**config.mk**
```make
export PLATFORM = sky130hd
export DESIGN_NAME = integer_to_radix_ascii_top
export DESIGN_NICKNAME = d
export VERILOG_FILES = /design/src/hdl/itoa_pkg.sv /design/src/hdl/itoa_ram.sv /design/src/hdl/itoa_div.sv /design/src/hdl/integer_to_radix_ascii_top.sv
export SDC_FILE = /design/constraint.sdc
export NUM_CORES = 1
export LEC_CHECK = 0
export BUFFER_PORTS_ARGS = -buffer_cell sky130_fd_sc_hd__buf_4
export CAP_MARGIN = 40
export CORE_ASPECT_RATIO = 0.7
export CORE_MARGIN = 2
export CORE_UTILIZATION = 65
export CTS_BUF_LIST = sky130_fd_sc_hd__clkbuf_8
export DETAILED_ROUTE_END_ITERATION = 12
export HOLD_SLACK_MARGIN = 0.12
export PLACE_DENSITY = 0.83
export SETUP_SLACK_MARGIN = 0.02
export SLEW_MARGIN = 20
export SYNTH_ARGS = -nofsm -noshare
export SYNTH_HDL_FRONTEND = slang
export SYNTH_HIERARCHICAL = 1
export SYNTH_SLANG_ARGS = --single-unit
```
**constraint.sdc**
```tcl
create_clock -name clk -period 11.8 [get_ports clk]
set_input_delay 0 -clock clk [delete_from_list [all_inputs] [get_ports clk]]
set_output_delay 0 -clock clk [all_outputs]
set_load 0.01 [all_outputs]
```
**src/hdl/itoa_pkg.sv**
```systemverilog
package itoa_pkg;

  // ascii codes used by the character formatter
  localparam logic [7:0] CHAR_ZERO  = 8'h30;
  localparam logic [7:0] CHAR_A     = 8'h61;
  localparam logic [7:0] CHAR_MINUS = 8'h2d;
  localparam logic [7:0] CHAR_NUL   = 8'h00;

  localparam logic [4:0] RADIX_MIN = 5'd2;
  localparam logic [4:0] RADIX_MAX = 5'd16;
  localparam logic [4:0] RADIX_DEC = 5'd10;

  // dividend bits retired by the divider per cycle
  localparam int STEP_BITS = 8;

  typedef struct packed {
    logic [31:0] value;
    logic [4:0]  radix;
  } in_req_t;

  typedef struct packed {
    logic [7:0] character;
    logic       last;
    logic [5:0] total_length;
  } out_res_t;

  // request to the shared divider
  typedef struct packed {
    logic       start;
    logic       pow2;
    logic [2:0] shift;
  } div_ctrl_t;

  typedef enum logic [2:0] {
    ST_IDLE,
    ST_CONV,
    ST_SIGN,
    ST_DIGITS,
    ST_TERM
  } state_t;

  function automatic logic [7:0] digit_to_char(input logic [3:0] d);
    logic [7:0] ch;
    if (d > 4'd9) begin
      ch = CHAR_A + 8'(d) - 8'd10;
    end else begin
      ch = CHAR_ZERO + 8'(d);
    end
    return ch;
  endfunction

endpackage

```
**src/hdl/itoa_ram.sv**
```systemverilog
module itoa_ram #(
  parameter int WIDTH = 4,
  parameter int DEPTH = 32
) (
  input  logic                     clk,
  input  logic                     wr_en,
  input  logic [$clog2(DEPTH)-1:0] wr_addr,
  input  logic [WIDTH-1:0]         wr_data,
  input  logic                     rd_en,
  input  logic [$clog2(DEPTH)-1:0] rd_addr,
  output logic [WIDTH-1:0]         rd_data
);

  logic [WIDTH-1:0] mem [DEPTH];

  always_ff @(posedge clk) begin
    if (wr_en) begin
      mem[wr_addr] <= wr_data;
    end
    if (rd_en) begin
      rd_data <= mem[rd_addr];
    end
  end

endmodule

```
**src/hdl/itoa_div.sv**
```systemverilog
module itoa_div #(
  parameter int DATA_BITS = 32
) (
  input  logic                    clk,
  input  logic                    rst,
  input  itoa_pkg::div_ctrl_t     ctrl,
  input  logic [DATA_BITS-1:0]    dividend,
  input  logic [4:0]              radix,
  output logic                    done,
  output logic [DATA_BITS-1:0]    quotient,
  output logic [3:0]              remainder
);

  import itoa_pkg::*;

  localparam int STEPS = (DATA_BITS + STEP_BITS - 1) / STEP_BITS;
  localparam int PAD_W = STEPS * STEP_BITS;
  localparam int CNT_W = $clog2(STEPS + 1);

  logic             busy;
  logic [CNT_W-1:0] cnt;
  logic [PAD_W-1:0] quo;
  logic [4:0]       rem;
  logic [PAD_W-1:0] quo_next;
  logic [4:0]       rem_next;
  logic [3:0]       mask;

  // restoring division, STEP_BITS quotient bits per cycle
  always_comb begin
    logic [PAD_W-1:0] q;
    logic [4:0]       r;
    logic [4:0]       t;
    q = quo;
    r = rem;
    for (int k = 0; k < STEP_BITS; k++) begin
      t = {r[3:0], q[PAD_W-1]};
      q = {q[PAD_W-2:0], 1'b0};
      if (t >= radix) begin
        t = t - radix;
        q[0] = 1'b1;
      end
      r = t;
    end
    quo_next = q;
    rem_next = r;
  end

  assign mask = 4'((5'd1 << ctrl.shift) - 5'd1);

  always_ff @(posedge clk) begin
    if (rst) begin
      busy <= 1'b0;
      done <= 1'b0;
      cnt  <= '0;
    end else begin
      done <= 1'b0;
      if (ctrl.start) begin
        if (ctrl.pow2) begin
          // power-of-two radix: shift and mask, with no division steps
          quo  <= PAD_W'(dividend >> ctrl.shift);
          rem  <= {1'b0, dividend[3:0] & mask};
          done <= 1'b1;
        end else begin
          quo  <= PAD_W'(dividend);
          rem  <= '0;
          cnt  <= CNT_W'(STEPS);
          busy <= 1'b1;
        end
      end else if (busy) begin
        quo <= quo_next;
        rem <= rem_next;
        cnt <= cnt - CNT_W'(1);
        if (cnt == CNT_W'(1)) begin
          busy <= 1'b0;
          done <= 1'b1;
        end
      end
    end
  end

  assign quotient  = quo[DATA_BITS-1:0];
  assign remainder = rem[3:0];

endmodule

```
**src/hdl/integer_to_radix_ascii_top.sv**
```systemverilog
// Integer to ASCII text in radix 2 to 16. Each request carries a word and a radix;
// the block answers with one result per character, most significant digit first,
// lower-case letters for digit values 10 to 15, and a NUL terminator flagged by
// last that also carries the string length including the terminator. Radix 10
// reads the word as signed and prefixes '-' on negative values; every other radix
// reads it as unsigned. A radix below 2 acts as 2, above 16 as 16. Only the low
// DATA_BITS bits of value are used. src_stall is high from acceptance until the
// terminator has been placed in the output register, so one word is in flight at
// a time. Digits come from one shared divider that retires 8 dividend bits per
// cycle, or shifts and masks without division steps when the radix is a power of
// two. Digits land in a small RAM, least significant first, and are read back in
// reverse through its registered read port.
module integer_to_radix_ascii_top #(
  parameter int DATA_BITS = 32
) (
  input  logic               clk,
  input  logic               rst,
  input  logic               src_valid,
  output logic               src_stall,
  input  itoa_pkg::in_req_t  src_item,
  output logic               dst_valid,
  input  logic               dst_stall,
  output itoa_pkg::out_res_t dst_item
);

  import itoa_pkg::*;

  localparam int CNT_W = $clog2(DATA_BITS + 1);
  localparam int AW    = $clog2(DATA_BITS);

  // sequencer state
  state_t           state, state_next;
  logic [4:0]       radix_r, radix_next;
  logic             negative, negative_next;
  logic [CNT_W-1:0] count, count_next;
  logic [CNT_W-1:0] idx, idx_next;
  logic             fetch_valid, fetch_next;

  // request decode
  logic [4:0]           radix_in;
  logic [4:0]           radix_sel;
  logic [DATA_BITS-1:0] word_in;
  logic                 neg_in;
  logic [DATA_BITS-1:0] mag_in;
  logic                 pow2_sel;
  logic [2:0]           shift_sel;

  // divider hookup
  div_ctrl_t            div_ctrl;
  logic [DATA_BITS-1:0] dividend;
  logic                 div_done;
  logic [DATA_BITS-1:0] div_quotient;
  logic [3:0]           div_remainder;

  // digit store hookup
  logic       wr_en;
  logic       rd_en;
  logic [3:0] rd_data;

  // output register load
  logic     can_load;
  logic     load;
  out_res_t load_item;
  logic [CNT_W:0] len_full;

  // clamp the radix into 2..16
  always_comb begin
    if (src_item.radix < RADIX_MIN) begin
      radix_in = RADIX_MIN;
    end else if (src_item.radix > RADIX_MAX) begin
      radix_in = RADIX_MAX;
    end else begin
      radix_in = src_item.radix;
    end
  end

  // sign only matters in decimal; the magnitude of the most negative word fits unsigned
  assign word_in = DATA_BITS'(src_item.value);
  assign neg_in  = (radix_in == RADIX_DEC) && word_in[DATA_BITS-1];
  assign mag_in  = neg_in ? (~word_in + DATA_BITS'(1)) : word_in;

  // the divider is started from idle with the fresh radix, later with the held one
  assign radix_sel = (state == ST_IDLE) ? radix_in : radix_r;

  always_comb begin
    unique case (radix_sel)
      5'd2:    begin pow2_sel = 1'b1; shift_sel = 3'd1; end
      5'd4:    begin pow2_sel = 1'b1; shift_sel = 3'd2; end
      5'd8:    begin pow2_sel = 1'b1; shift_sel = 3'd3; end
      5'd16:   begin pow2_sel = 1'b1; shift_sel = 3'd4; end
      default: begin pow2_sel = 1'b0; shift_sel = 3'd0; end
    endcase
  end

  // output register frees up when empty or being taken this cycle
  assign can_load = !dst_valid || !dst_stall;

  // length including the terminator, truncated to the field width
  assign len_full = (CNT_W+1)'(count) + (CNT_W+1)'(negative) + (CNT_W+1)'(1);

  always_comb begin
    state_next    = state;
    radix_next    = radix_r;
    negative_next = negative;
    count_next    = count;
    idx_next      = idx;
    fetch_next    = fetch_valid;
    div_ctrl      = '0;
    dividend      = div_quotient;
    wr_en         = 1'b0;
    rd_en         = 1'b0;
    load          = 1'b0;
    load_item     = '0;
    src_stall     = (state != ST_IDLE);

    unique case (state)
      ST_IDLE: begin
        if (src_valid) begin
          // first division goes out in the accept cycle
          div_ctrl.start = 1'b1;
          div_ctrl.pow2  = pow2_sel;
          div_ctrl.shift = shift_sel;
          dividend       = mag_in;
          radix_next     = radix_in;
          negative_next  = neg_in;
          count_next     = '0;
          state_next     = ST_CONV;
        end
      end

      ST_CONV: begin
        if (div_done) begin
          // store the digit; a zero word still yields one digit
          wr_en      = 1'b1;
          count_next = count + CNT_W'(1);
          if (div_quotient != '0) begin
            div_ctrl.start = 1'b1;
            div_ctrl.pow2  = pow2_sel;
            div_ctrl.shift = shift_sel;
          end else begin
            idx_next   = count + CNT_W'(1);
            fetch_next = 1'b0;
            state_next = negative ? ST_SIGN : ST_DIGITS;
          end
        end
      end

      ST_SIGN: begin
        if (can_load) begin
          load                = 1'b1;
          load_item.character = CHAR_MINUS;
          state_next          = ST_DIGITS;
        end
      end

      ST_DIGITS: begin
        // read back most significant first; rd_data holds one prefetched digit
        if (fetch_valid && can_load) begin
          load                = 1'b1;
          load_item.character = digit_to_char(rd_data);
        end
        if ((idx != '0) && (!fetch_valid || load)) begin
          rd_en      = 1'b1;
          idx_next   = idx - CNT_W'(1);
          fetch_next = 1'b1;
        end else if (load) begin
          fetch_next = 1'b0;
        end
        if ((idx == '0) && !fetch_valid) begin
          state_next = ST_TERM;
        end
      end

      ST_TERM: begin
        if (can_load) begin
          load                   = 1'b1;
          load_item.character    = CHAR_NUL;
          load_item.last         = 1'b1;
          load_item.total_length = 6'(len_full);
          state_next             = ST_IDLE;
        end
      end

      default: begin
        state_next = ST_IDLE;
      end
    endcase
  end

  always_ff @(posedge clk) begin
    if (rst) begin
      state <= ST_IDLE;
    end else begin
      state <= state_next;
    end
  end

  always_ff @(posedge clk) begin
    if (rst) begin
      radix_r     <= RADIX_MIN;
      negative    <= 1'b0;
      count       <= '0;
      idx         <= '0;
      fetch_valid <= 1'b0;
    end else begin
      radix_r     <= radix_next;
      negative    <= negative_next;
      count       <= count_next;
      idx         <= idx_next;
      fetch_valid <= fetch_next;
    end
  end

  // output register
  always_ff @(posedge clk) begin
    if (rst) begin
      dst_valid <= 1'b0;
    end else if (load) begin
      dst_valid <= 1'b1;
    end else if (!dst_stall) begin
      dst_valid <= 1'b0;
    end
  end

  always_ff @(posedge clk) begin
    if (load) begin
      dst_item <= load_item;
    end
  end

  // shared digit divider
  itoa_div #(
    .DATA_BITS (DATA_BITS)
  ) u_div (
    .clk       (clk),
    .rst       (rst),
    .ctrl      (div_ctrl),
    .dividend  (dividend),
    .radix     (radix_r),
    .done      (div_done),
    .quotient  (div_quotient),
    .remainder (div_remainder)
  );

  // digit store, least significant digit at address 0
  itoa_ram #(
    .WIDTH (4),
    .DEPTH (DATA_BITS)
  ) u_digits (
    .clk     (clk),
    .wr_en   (wr_en),
    .wr_addr (count[AW-1:0]),
    .wr_data (div_remainder),
    .rd_en   (rd_en),
    .rd_addr (idx_next[AW-1:0]),
    .rd_data (rd_data)
  );

  // an accepted request keeps the block busy on the next cycle
  assert property (@(posedge clk) disable iff (rst)
    src_valid && !src_stall |=> src_stall)
    else $error("block not busy after accepting a request");

  // only the terminator carries a length
  assert property (@(posedge clk) disable iff (rst)
    dst_valid && !dst_item.last |-> dst_item.total_length == 6'd0)
    else $error("length on a non-terminator result");

  // digit count never passes the word width
  assert property (@(posedge clk) disable iff (rst)
    count <= CNT_W'(DATA_BITS))
    else $error("digit count out of range");

  // a digit is only stored while converting
  assert property (@(posedge clk) disable iff (rst)
    wr_en |-> state == ST_CONV)
    else $error("digit write outside conversion");

endmodule
```
==> impl_metrics.toml <==
[worst_setup_path]
critPathCaptureType = "flip-flop"
crit_path_frequent_cell = "ha_1"
reg2reg_from = "radix_r[2]"
worst_path_max_delay_cell = "a31oi_1"
path_max_fanout = 10
path_buf_inv = 1
arrival_ns = 11.25
crit_start = "radix_r[2]"
worstPathRequired_ns = 12.08
crit_type = "reg -> reg"
max_stage_delay_ns = 0.67
cp-start-kind = "flip-flop"
crit_family = "compound AO/OA/AOI/OAI gates"

[timing]
rsz0062_at_grt = "no"
relSlewSlack = 0.448
clock.fmax_mhz = 91.2
worst_pin_slew_ns = 0.824
hold_violations = 0
slew_viol_final = 0
setup_slack_ns = 0.829
period_minus_slack_ns = 10.97
report.final.setup_viol = 0
final.setup.tns_ns = 0
fin_skew_ns = 0.0194
period_share = 0.930

[yosys]
synth-edff-count = 182
yosys_warnings = 6
syn_area_um2 = 13400
synth-main-ff-cell = "edfxtp_1"
syn_area_per_cell_um2 = 11.2
ys_ff_latch = 210
syn-num-nets = 1300
synthCells = 1201
yosysSeqAreaShare = 0.450
synth.distinct_cells = 78
ys_async_sr_fraction = 0

[placed_design]
place_congestion = 0.928
dpl.hpwl_um = 23800
post-place-ws_ns = 0.909
io_buffers = 56
placed_cell_area_um2 = 14100

[route]
dr.pass1.iters = 8
drtIter0Drc = 1655
drc_errors = 0
wl_per_cell_um = 21.7
vias = 10447
drt-total-wl_um = 33700
viasPerCell = 6.71
detail-route-antenna-nets = 0

[cells_and_area]
drive_gt1_frac = 0.186
final_cell_mix = "edfxtp_1 (182), nor2_1 (110), nand2_1 (104)"
nNetsFinal = 1360
final_area_um2 = 14800
syn_to_final_growth_pct = 10.8
final_common_cell = "edfxtp_1"
nFillCells = 1367

[clocking]
post-cts-setup-buffers = 0
cts_tree = "built"
tritoncts.num_buffers = 34
cts_root_buffer = "clkbuf_8"
clkTransAtPathRegs_ns = 0.07
cts_buffer_depth = 3
cts_max_level = 2
cts_sinks = 210
worstSkewPairLatency_ns = 0.52

[floorplan]
die_height_um = 124
dieWidth_um = 176
initial_utilization = 0.669
coreArea_um2 = 20000
rows = 43
num_io_pins = 58
dieArea_um2 = 21800

[run]
maxCapViolations = 0

[worst_hold_path]
hp-class = "in -> reg"
min_from = "src_item[35]"

[global_route]
grt_antenna_before_repair = 3
grt_overflow = 0
grt.total_usage = 0.314
grt_pass1_wl_um = 52800
grt_pass1_vias = 9629
grt_max_degree = 72

[run_status]
status = "complete, no violations"
-- sequential cells by signal, indices dropped and copies added (netlist names) --
| name | count |
|---|---|
| dst_valid | 1 |
| idx | 6 |
| u_div/quotient | 32 |
| radix_r | 5 |
| u_div/done | 1 |
| dst_item | 14 |
| u_div/busy | 1 |
| state | 3 |
| u_div/rem | 4 |
| count | 6 |
| fetch_valid | 1 |
| u_digits/rd_data | 4 |
| u_digits/mem | 128 |
| negative | 1 |
| u_div/cnt | 3 |
-- through the flow --
step                      hold WS, ns   util  instances
after floorplan                0.0691      -       1201
after global placement          0.297  0.699       1480
after detailed placement        0.310  0.702       1484
after CTS                       0.158  0.741       1555
after global routing            0.238  0.741       1556
final                           0.189  0.741       1557
-- worst paths after layout --
kind	to	slack, ns	cells past startpoint
setup reg to reg	u_div/rem[3]	0.83	45
hold reg to reg	negative	0.47	2
setup / recovery	u_div/rem[3]	0.83	45
hold / removal	u_div/quotient[31]	0.19	6
-- repair_timing --
item,in CTS,in global routing
gates resized for setup,0,1
hold buffers,11,0
setup endpoints to repair,0,5
hold endpoints to repair,53,0
-- logic make-up after synthesis --
| group | Yosys count | share of synthesized area |
|---|---|---|
| other cells | 1 | 0.000280 |
| buf+inv | 110 | 0.0345 |
| fa+ha+maj | 58 | 0.0587 |
| mux | 132 | 0.161 |
| xor+xnor | 59 | 0.0386 |
| compound gates | 266 | 0.123 |
| simple gates | 365 | 0.134 |
| flops | 210 | 0.450 |
-- tightest hold or removal path, cell delays in order --
cell and delay [ns]:
buf_4 0.09, nor2_1 0.04, nand4_1 0.08, a21oi_1 0.14, nand3_1 0.10, o21ai_0 0.09
-- cell type report --
class	instances	area, um2	area share
multi-input combinational	881	6940	0.468
sequential	210	6030	0.406
timing repair buffer	82	678	0.0457
clock buffer	36	495	0.0334
tap	270	338	0.0228
inverter	52	195	0.0132
clock inverter	24	159	0.0107
antenna	2	5.00	0.000337
-- routing by layer --
layer / part of all wire / vias to the layer above / GRT usage
li1: - / 4684 / -
met1: 0.43 / 5030 / 0.481
met2: 0.43 / 680 / 0.456
met3: 0.13 / 51 / 0.0711
met4: 0.015 / 2 / 0.0811
met5: 0.00039 / - / 0
-- synthesized netlist by cell type (11+ instances only) --
library cell	n	area share
nand2b_1	18	0.0084
inv_1	51	0.014
buf_1	12	0.0034
mux4_2	63	0.11
nand3b_1	11	0.0062
xnor2_1	31	0.020
o31ai_1	13	0.0073
nor2_1	111	0.031
buf_2	12	0.0045
a21o_1	15	0.0084
nand2_1	105	0.029
nor3_1	16	0.0060
a21oi_1	87	0.033
xor2_1	28	0.018
o21ai_0	64	0.024
nand3_1	26	0.0097
edfxtp_1	182	0.41
mux2i_1	40	0.030
a31oi_1	16	0.0075
ha_1	50	0.047
mux2_2	27	0.023
dfxtp_1	28	0.042
nor4_1	13	0.0061
clkbuf_1	29	0.0081
nor2b_1	11	0.0051
Power is not shown: default switching activity piles up to over one toggle a cycle in this logic, so the estimate is an artifact.
